`config.mk`:
```
export PLATFORM = sky130hd
export DESIGN_NAME = pip_mul
export DESIGN_NICKNAME = d
export VERILOG_FILES = /design/src/hw/rtl/pip_pkg.sv /design/src/hw/rtl/pip_mul.sv
export SDC_FILE = /design/constraint.sdc
export NUM_CORES = 1
export LEC_CHECK = 0
export BUFFER_PORTS_ARGS = -buffer_cell sky130_fd_sc_hd__buf_2
export CAP_MARGIN = 20
export CORE_ASPECT_RATIO = 1.4
export CORE_UTILIZATION = 45
export DETAILED_ROUTE_END_ITERATION = 8
export GPL_TIMING_DRIVEN = 0
export PLACE_DENSITY = 0.73
export SYNTH_ARGS = -nofsm -noshare
export SYNTH_HDL_FRONTEND = slang
export SYNTH_SLANG_ARGS = --single-unit
```
`constraint.sdc`:
```
create_clock -name i_clk -period 7.5 [get_ports i_clk]
set_input_delay 0.375 -clock i_clk [delete_from_list [all_inputs] [get_ports i_clk]]
set_output_delay 0.375 -clock i_clk [all_outputs]
set_load 0.02 [all_outputs]
```
`src/hw/rtl/pip_pkg.sv`:
```
// Shared types, constants and helpers for the point-in-polygon test block.
// Used by pip_mul and point_in_polygon_test; depends on nothing else.
package pip_pkg;

    // Polygon storage and coordinate sizing.
    localparam int MAX_VERTICES = 16;
    localparam int COORD_WIDTH  = 16;
    localparam int FIELD_W      = 16;
    localparam int CFG_W        = 5;
    localparam int VIDX_W       = $clog2(MAX_VERTICES);
    localparam int CNT_W        = $clog2(MAX_VERTICES + 1);
    localparam int CW_EFF       = (COORD_WIDTH < FIELD_W) ? COORD_WIDTH : FIELD_W;
    localparam int DIFF_W       = FIELD_W + 1;
    localparam int PROD_W       = 2 * DIFF_W;
    localparam int CROSS_W      = PROD_W + 1;
    localparam int MIN_VERTICES = 3;

    // Request codes.
    localparam logic REQ_LOAD  = 1'b0;
    localparam logic REQ_QUERY = 1'b1;

    // Input word of the command channel.
    typedef struct packed {
        logic                      req_type;
        logic [3:0]                vertex_index;
        logic signed [FIELD_W-1:0] coord_x;
        logic signed [FIELD_W-1:0] coord_y;
    } t_pip_req;

    // Result word.
    typedef struct packed {
        logic inside_res;
        logic on_boundary;
    } t_pip_res;

    // One stored vertex.
    typedef struct packed {
        logic signed [FIELD_W-1:0] x;
        logic signed [FIELD_W-1:0] y;
    } t_pip_vtx;

    // Query sequencer states.
    typedef enum logic [2:0] {
        S_IDLE,
        S_FIRST,
        S_EDGE,
        S_MUL1,
        S_MUL2,
        S_ACC
    } t_pip_state;

    // Reduce a coordinate to the configured coordinate width, sign extended.
    function automatic logic signed [FIELD_W-1:0] coord_in(input logic signed [FIELD_W-1:0] v);
        logic signed [FIELD_W-1:0] t;
        t = v <<< (FIELD_W - CW_EFF);
        return t >>> (FIELD_W - CW_EFF);
    endfunction

endpackage

```
`src/hw/rtl/pip_mul.sv`:
```
// Shared signed multiplier with a registered product.
// Depends on pip_pkg for operand and product widths.
module pip_mul (
    input  logic                              i_clk,
    input  logic signed [pip_pkg::DIFF_W-1:0] i_a,
    input  logic signed [pip_pkg::DIFF_W-1:0] i_b,
    output logic signed [pip_pkg::PROD_W-1:0] o_p
);
    import pip_pkg::*;

    logic signed [PROD_W-1:0] r_p;

    // One product per cycle, registered before use.
    always_ff @(posedge i_clk) begin
        r_p <= PROD_W'(i_a) * PROD_W'(i_b);
    end

    assign o_p = r_p;

endmodule

```
After elaboration in Yosys (flattened, before gate mapping)
Cells that the tools add are included.
- flip-flop bits (word level): 34
- input bits: 35
- output and inout port bits: 34
- word-level logic and storage cells: 2
- $mul: 1
- operators with widths (operator ; number):
    $mul 17x17->34 ; 1

Logic depth before layout (Yosys ltp)
Gate-level depths: netlist of run 1.
- depth in word-level cells: 1
- gate-level depth with buffers: 24
- depth with buffers taken out: 22

Least setup slack after synthesis of run 1
No wires, ideal clock.
- kind: in2reg
- start: input port i_b[8] (netlist bit)
- end: register r_p[31] (netlist: o_p[31])
- library setup time: 0.123 ns
- data arrival time: 6.090 ns
- required time: 7.377 ns
- path slack: 1.287 ns
- stages: 24
- path buffers: 3
- path through: clkbuf_1 -> clkbuf_1 -> nand2_1 -> fa_1 -> inv_1 -> fa_1 -> inv_1 -> fa_1 -> inv_1 -> fa_1 -> fa_1 -> inv_1 -> fa_1 -> inv_1 -> ha_1 -> buf_6 -> a21oi_2 -> nand2_1 -> a221oi_2 -> a311oi_1 -> or4b_4 -> a31oi_4 -> o21bai_1 -> xor2_1
- cells in the longest elaborated chain, start to end: 1
- RTL lines (item ; RTL line ; source):
    start, declared ; pip_mul.sv:6 ; input logic signed [pip_pkg::DIFF_W-1:0] i_b,
    $mul 17x17->34 ; pip_mul.sv:15 ; r_p <= PROD_W'(i_a) * PROD_W'(i_b);
    end signal, assigned ; pip_mul.sv:15 ;
    end, declared ; pip_mul.sv:11 ; logic signed [PROD_W-1:0] r_p;
No other way between the ends.

Worst setup path in the final report of run 1
- start: input port i_b[8] (netlist bit)
- end: register r_p[32] (netlist: o_p[32])
The elaborated chain is that of the path after synthesis.

==> impl_metrics.env, run 1 <==
export IMPL_worstPathRequired_ns=7.70
export IMPL_via_per_inst=5.17
export IMPL_first_pass_iters=5
export IMPL_cts_root_buffer="clkbuf_16"
export IMPL_drtAntennaViolNets=0
export IMPL_synth_area_sq_mm=0.0116
export IMPL_setup_total_negative_slack_ns=0
export IMPL_synth_largest_area_cell="fa_1"
export IMPL_cp_end_kind="flip-flop"
export IMPL_postSynthAreaPerCell_sq_um=9.40
export IMPL_portBuffers=65
export IMPL_finalCriticalPeriod_ns=7.08
export IMPL_cts_tree="done"
export IMPL_die_h_microns=192
export IMPL_finalNetCount=1726
export IMPL_grtUsageTotal_pct=24.3
export IMPL_gr_usage_met1_pct=26.8
export IMPL_place_hpwl_microns=24900
export IMPL_setup_viol=0
export IMPL_hold_viol=0
export IMPL_post_cts_setup_buffers=0
export IMPL_ys_types=50
export IMPL_drv_cap=0
export IMPL_start_kind="input port"
export IMPL_place_congestion=0.975
export IMPL_overflow=0
export IMPL_routed_via_count=8416
export IMPL_grt_start_max_net_pins=11
export IMPL_synthTopCellsByArea="fa_1 (51%), inv_1 (10%), ha_1 (9.1%), and2_1 (8.0%), dfxtp_1 (5.8%)"
export IMPL_yosysWarnings=0
export IMPL_cts_hold_buffers=0
export IMPL_largest_reg_flops=34
export IMPL_ys_flop_type="dfxtp_1"
export IMPL_drc=0
export IMPL_max_freq_mhz=141
export IMPL_drt_wirelength_per_cell_microns=17.6
export IMPL_use_met3_pct=4.20
export IMPL_timing_final_crit_share_pct=94.3
export IMPL_clock_path_buffers=2
export IMPL_cts_resized=0
export IMPL_synth_seq_cells=34
export IMPL_core_rowCount=69
export IMPL_synth_nets=1654
export IMPL_antenna_found_initial=0
export IMPL_grt_first_pass_wirelength_microns=48200
export IMPL_critical_path_class="input port to flip-flop"
export IMPL_tightest_slew_ns=1.02
export IMPL_drtIter0Drc=427
export IMPL_clock_sinks=34
export IMPL_dieWidth_microns=138
export IMPL_synth_top_area_share_pct=50.9
export IMPL_drive_above_1_share_pct=6.03
export IMPL_drv_slew=0
export IMPL_grt_busiest_layer="met2"
export IMPL_slew_headroom_pct=31.9
export IMPL_io_pins=69
export IMPL_ys_seq_area_share_pct=5.85
export IMPL_async_flop_share_pct=0
export IMPL_grt_pass1_vias=9283
export IMPL_synth_edf_count=0
export IMPL_cts_made_buffers=5
export IMPL_start_util_pct=45.8
export IMPL_gr_usage_met2_pct=44.4
export IMPL_wirelength_microns=28700
export IMPL_outcome="finished clean"
export IMPL_cp_max_fo=10
export IMPL_min_path_type="input port to flip-flop"
export IMPL_antenna_cells=0
export IMPL_die_area_sq_mm=0.0265
export IMPL_syn_inst=1238
export IMPL_core_area_sq_mm=0.0254
export IMPL_rsz0062_at_grt="false"
export IMPL_htreeDepth=2
export IMPL_path_clk_slew_ns=0.06
export IMPL_arrival_ns=7.27
export IMPL_syn_to_final_growth_pct=7.37
per-layer routing:
layer | up-vias | part of all wire, %
met3 | 85 | 5.9
met2 | 272 | 54
met4 | 0 | 5.3
met1 | 4305 | 34
li1 | 3754 | -
met5 | - | 0
cells in the final DEF, fill, tap and decap left out, drive strengths merged, types with 5 or more instances in the layout:
cell | netlist | layout
ha | 85 | 85
nand3 | 8 | 8
a21oi | 18 | 18
buf | 3 | 68
inv | 311 | 311
xnor2 | 26 | 26
o21a | 6 | 6
a21o | 11 | 11
and2 | 148 | 148
fa | 296 | 296
nand2 | 142 | 142
nor2 | 32 | 32
clkbuf | 40 | 47
a31oi | 5 | 5
nand4 | 5 | 5
o21ai | 20 | 20
dfxtp | 34 | 34
final cells by class:
| class | instances | area, sq um |
|---|---|---|
| inverters | 311 | 1170 |
| well taps | 319 | 399 |
| plain buffers | 43 | 171 |
| flip-flops and latches | 34 | 681 |
| repair buffers | 65 | 325 |
| clock buffers | 7 | 133 |
| fillers | 2366 | 12900 |
| multi-input cells | 850 | 9620 |
kinds of logic (layout without fill, tap and decap cells):
kind of cell	count (synthesis)	after routing	synth area share, %
AOI/OAI and AO/OA	82	82	4.80
xor gates and xnor gates	30	30	2.26
adders and majority gates	381	381	60.1
buffers and inverters	354	426	11.5
DFF	34	34	5.85
muxes	1	1	0.0860
and+or+nand+nor	356	356	15.4
path summary, 6_finish.rpt:
path                      end    from  slack (ns)  cells after the start
worst min-delay path   o_p[0]  i_b[0]        0.41                      2
worst max-delay path  o_p[32]  i_b[8]        0.42                     24
cell usage after synthesis (2+ instances only):
| master | count |
|---|---|
| inv_1 | 311 |
| fa_1 | 296 |
| and2_1 | 148 |
| nand2_1 | 142 |
| ha_1 | 85 |
| clkbuf_1 | 39 |
| dfxtp_1 | 34 |
| nor2_1 | 32 |
| xnor2_1 | 26 |
| a21oi_1 | 17 |
| o21ai_0 | 16 |
| a21o_1 | 10 |
| nand3_1 | 8 |
| o21a_1 | 6 |
| nand4_1 | 5 |
| a211oi_1 | 4 |
| a31oi_1 | 4 |
| nor2b_1 | 4 |
| nor3_1 | 4 |
| o211ai_1 | 4 |
| xor2_1 | 4 |
| nand2b_1 | 3 |
| o21ai_1 | 3 |
| and3_1 | 2 |
| and4_1 | 2 |
| nand3b_1 | 2 |
| nor3b_1 | 2 |
| o2111ai_1 | 2 |
| o21bai_1 | 2 |
worst max-delay path, stage by stage:
cell      delay [ns]
clkbuf_1        0.44
clkbuf_1        0.51
nand2_1         0.16
fa_1            0.56
inv_1           0.05
fa_1            0.50
inv_1           0.05
fa_1            0.55
inv_1           0.06
fa_1            0.46
fa_1            0.49
inv_1           0.05
fa_1            0.48
inv_1           0.04
ha_1            0.28
buf_6           0.14
a21oi_2         0.14
o21ai_0         0.10
a211oi_1        0.26
nor2_1          0.06
a21oi_1         0.78
o211a_1         0.31
o21ai_0         0.09
a211o_1         0.31
stage by stage:
step	hold WS, ns	setup slack (ns)	util (%)	std cells	instance area [sq um]
after global routing	0.428	0.0639	49.2	1629	12500
final	0.410	0.425	49.2	1629	12500
after floorplan	0.497	1.29	-	1238	11600
after CTS	0.390	0.438	49.2	1629	12500
after global placement	0.706	0.183	48.7	1622	12400
after detailed placement	0.713	0.121	48.7	1622	12400
Power of run 1 is left out: the tool's default activity adds up to more than one toggle a clock period on the data nets, which glitch-free logic cannot reach.
==> run 2: changes to the inputs <==
Settings changed: CORE_UTILIZATION 45 to 44, PLACE_DENSITY 0.73 to 0.72.
==> impl_metrics.env, run 2 (synthesis results as in run 1) <==
export IMPL_grt_pass1_vias=9257
export IMPL_finalCriticalPeriod_ns=7.03
export IMPL_dieWidth_microns=139
export IMPL_max_freq_mhz=142
export IMPL_largest_reg_flops=34
export IMPL_arrival_ns=7.23
export IMPL_hold_path_depth=2
export IMPL_routed_via_count=8467
export IMPL_cts_root_buffer="clkbuf_16"
export IMPL_drt_wirelength_per_cell_microns=17.7
export IMPL_drtIter0Drc=393
export IMPL_portBuffers=65
export IMPL_syn_to_final_growth_pct=7.45
export IMPL_clock_sinks=34
export IMPL_antenna_found_initial=0
export IMPL_grt_first_pass_wirelength_microns=47600
export IMPL_place_hpwl_microns=25000
export IMPL_cp_end_kind="flip-flop"
export IMPL_core_area_sq_mm=0.0260
export IMPL_seqCellArea_sq_um=681
export IMPL_first_pass_iters=5
export IMPL_cp_max_fo=10
export IMPL_timing_final_crit_share_pct=93.8
export IMPL_tightest_slew_ns=0.671
export IMPL_cts_tree="done"
export IMPL_critical_path_class="input port to flip-flop"
export IMPL_die_h_microns=194
export IMPL_core_rowCount=70
export IMPL_outcome="finished clean"
export IMPL_wirelength_microns=28900
export IMPL_rsz0062_at_grt="false"
export IMPL_start_kind="input port"
export IMPL_grtUsageTotal_pct=23.2
export IMPL_cts_made_buffers=5
export IMPL_die_area_sq_mm=0.0271
export IMPL_worstPathRequired_ns=7.70
export IMPL_overflow=0
export IMPL_nFillCells=2396
export IMPL_clock_path_buffers=2
export IMPL_via_per_inst=5.18
export IMPL_final_common_cell="inv_1"
export IMPL_path_clk_slew_ns=0.06
export IMPL_hold_viol=0
export IMPL_min_path_type="input port to flip-flop"
export IMPL_cts_hold_buffers=0
export IMPL_grt_start_max_net_pins=11
export IMPL_antenna_cells=0
export IMPL_place_congestion=0.967
export IMPL_slew_headroom_pct=55.3
export IMPL_drv_slew=0
export IMPL_drive_above_1_share_pct=6.11
export IMPL_drtAntennaViolNets=0
export IMPL_finalNetCount=1726
export IMPL_io_pins=69
export IMPL_multi_input_area_sq_mm=0.00962
export IMPL_setup_viol=0
export IMPL_drc=0
export IMPL_setup_total_negative_slack_ns=0
export IMPL_htreeDepth=2
export IMPL_start_util_pct=44.7
export IMPL_drv_cap=0
export IMPL_layout_common_cells="inv_1 (311), fa_1 (296), and2_1 (148), nand2_1 (142), ha_1 (85)"
[run 2: changes by cell type in the layout (fill, tap and decap cells not counted)]
cell / delta
a21oi_2: +1
a21oi_1: -1
[run 2: routing by layer]
| metal | routed length, microns | up-vias | track usage [%] |
|---|---|---|---|
| li1 | - | 3757 | - |
| met1 | 10100 | 4368 | 24.8 |
| met2 | 15800 | 261 | 43.0 |
| met3 | 1380 | 81 | 3.18 |
| met4 | 1600 | 0 | 13.7 |
| met5 | 0 | - | 0 |
[run 2: final timing paths]
path,endpoint,from,slack [ns]
max,o_p[31],i_b[8],0.47
min,o_p[0],i_b[0],0.40
[run 2: critical path, cell delays in order]
cell and delay [ns]:
clkbuf_1 0.49, clkbuf_1 0.48, nand2_1 0.15, fa_1 0.56
inv_1 0.05, fa_1 0.50, inv_1 0.05, fa_1 0.54
inv_1 0.05, fa_1 0.38, fa_1 0.51, inv_1 0.05
fa_1 0.50, inv_1 0.05, ha_1 0.26, clkbuf_2 0.17
and4_1 0.24, a221oi_2 0.50, a311oi_1 0.26, or4b_4 0.56
a31oi_4 0.24, o21bai_1 0.10, xor2_1 0.14
[run 2: through the flow]
step / area [sq um] / util (%) / worst slack, ns / instances / hold WS, ns
after global routing: 12500 / 48.1 / 0.187 / 1634 / 0.434
after CTS: 12500 / 48.1 / 0.494 / 1634 / 0.393
after detailed placement: 12400 / 47.5 / 0.178 / 1627 / 0.717
after floorplan: 11600 / - / 1.29 / 1238 / 0.497
final: 12500 / 48.1 / 0.467 / 1634 / 0.401
after global placement: 12400 / 47.5 / 0.172 / 1627 / 0.711
[run 2: final cells by class]
type,count,area share (%)
sequential,34,5.44
tap,324,3.24
timing repair buffer,65,2.60
inverter,311,9.34
buffer,43,1.37
multi-input combinational,850,76.9
clock buffer,7,1.06
[run 2: repair_timing]
| item | CTS | global route |
|---|---|---|
| gates resized for setup | 0 | 1 |
| buffers inserted | 0 | 0 |
| endpoints found under the setup margin | 0 | 1 |
Power of run 2 is left out for the same reason.
==> run 3: changes to the inputs <==
Settings changed: CELL_PAD_IN_SITES_DETAIL_PLACEMENT set to 1, CELL_PAD_IN_SITES_GLOBAL_PLACEMENT set to 1, PLACE_DENSITY 0.72 to 0.86, SLEW_MARGIN set to 5.
==> impl_metrics.env, run 3 (synthesis results as in run 1) <==
export IMPL_grt_pass1_vias=11100
export IMPL_start_kind="input port"
export IMPL_outcome="finished with violations"
export IMPL_crit_top_cell="fa_1"
export IMPL_dieWidth_microns=139
export IMPL_antenna_found_initial=2
export IMPL_finalNetCount=1726
export IMPL_wirelength_microns=36500
export IMPL_cts_hold_buffers=0
export IMPL_io_pins=69
export IMPL_critical_path_max_stage_delay_ns=0.59
export IMPL_grtUsageTotal_pct=29.4
export IMPL_cp_end_kind="flip-flop"
export IMPL_via_per_inst=5.44
export IMPL_tightest_slew_ns=0.776
export IMPL_syn_to_final_growth_pct=7.46
export IMPL_die_h_microns=194
export IMPL_cts_root_buffer="clkbuf_16"
export IMPL_layout_common_cells="inv_1 (311), fa_1 (296), and2_1 (148), nand2_1 (142), ha_1 (85)"
export IMPL_clock_path_buffers=2
export IMPL_core_area_sq_mm=0.0260
export IMPL_drt_wirelength_per_cell_microns=22.3
export IMPL_crit_chain="clkbuf_1, clkbuf_1, nand2_1, fa_1, inv_1, fa_1, inv_1, fa_1, inv_1, fa_1, fa_1, inv_1, fa_1, inv_1, ha_1, clkbuf_2, and4_1, a221oi_2, a311oi_1, or4b_4, a31oi_4, o21bai_1, xor2_1"
export IMPL_core_rowCount=70
export IMPL_worstPathRequired_ns=7.70
export IMPL_path_clk_slew_ns=0.06
export IMPL_timing_final_crit_share_pct=95.8
export IMPL_overflow=0
export IMPL_violations="design-rule violations"
export IMPL_clock_sinks=34
export IMPL_hold_path_depth=2
export IMPL_cts_made_buffers=5
export IMPL_drv_cap=0
export IMPL_place_congestion=0.938
export IMPL_largest_reg_flops=34
export IMPL_dp_cells=1627
export IMPL_drive_above_1_share_pct=6.18
export IMPL_drtIter0Drc=295
export IMPL_final_util_pct=48.1
export IMPL_arrival_ns=7.38
export IMPL_grt_start_max_net_pins=11
export IMPL_drv_slew=0
export IMPL_critical_path_class="input port to flip-flop"
export IMPL_drc=1
export IMPL_stdcell_count=1634
export IMPL_slowest_stage="or4b_4"
export IMPL_pre_cts_slack_ns=-0.0774
export IMPL_min_path_type="input port to flip-flop"
export IMPL_max_freq_mhz=139
export IMPL_setup_viol=0
export IMPL_post_cts_setup_buffers=0
export IMPL_cts_resized=0
export IMPL_htreeDepth=2
export IMPL_rsz0062_at_grt="false"
export IMPL_cp_max_fo=10
export IMPL_final_common_cell="inv_1"
export IMPL_routed_via_count=8885
export IMPL_cts_tree="done"
export IMPL_grt_first_pass_wirelength_microns=59400
export IMPL_portBuffers=65
export IMPL_slew_headroom_pct=47.7
export IMPL_start_util_pct=44.7
export IMPL_antenna_cells=0
export IMPL_hold_viol=0
export IMPL_fin_ws_ns=0.314
export IMPL_finalCriticalPeriod_ns=7.19
export IMPL_place_hpwl_microns=31400
export IMPL_drtAntennaViolNets=0
export IMPL_die_area_sq_mm=0.0271
export IMPL_first_pass_iters=7
[run 3: stage by stage]
step	hold WS, ns	instance area (sq um)	TNS [ns]
6_report	0.421	12500	0
5_1_grt	0.429	12500	0
4_1_cts	0.406	12500	0
3_5_place_dp	0.726	12400	-0.164
3_3_place_gp	0.708	12400	0
2_1_floorplan	0.497	11600	0
[run 3: per-layer routing]
metal	global-route usage [%]	vias to the layer above	wire length (microns)
met5	0	-	12
met4	23.0	2	3010
met3	5.74	177	1810
met2	54.1	350	19700
met1	28.7	4604	12000
li1	-	3752	-
[run 3: final timing paths]
| kind | from | slack (ns) | end |
|---|---|---|---|
| worst min-delay path | i_b[0] | 0.42 | o_p[0] |
| worst max-delay path | i_b[10] | 0.31 | o_p[31] |
[run 3: worst max-delay path: cells and delay by family]
family	cells	cell delay, ns
compound gates	4	1.19
xor+xnor	1	0.14
fa+ha+maj	7	3.28
buf+inv	8	1.42
simple gates	3	0.99
[run 3: layout make-up]
type                       count  area (sq um)
multi-input combinational    850          9620
clock buffer                   7           133
tap                          324           405
timing repair buffer          65           325
sequential                    34           681
buffer                        43           173
fill                        3021         13500
inverter                     311          1170
Power of run 3 is left out for the same reason.
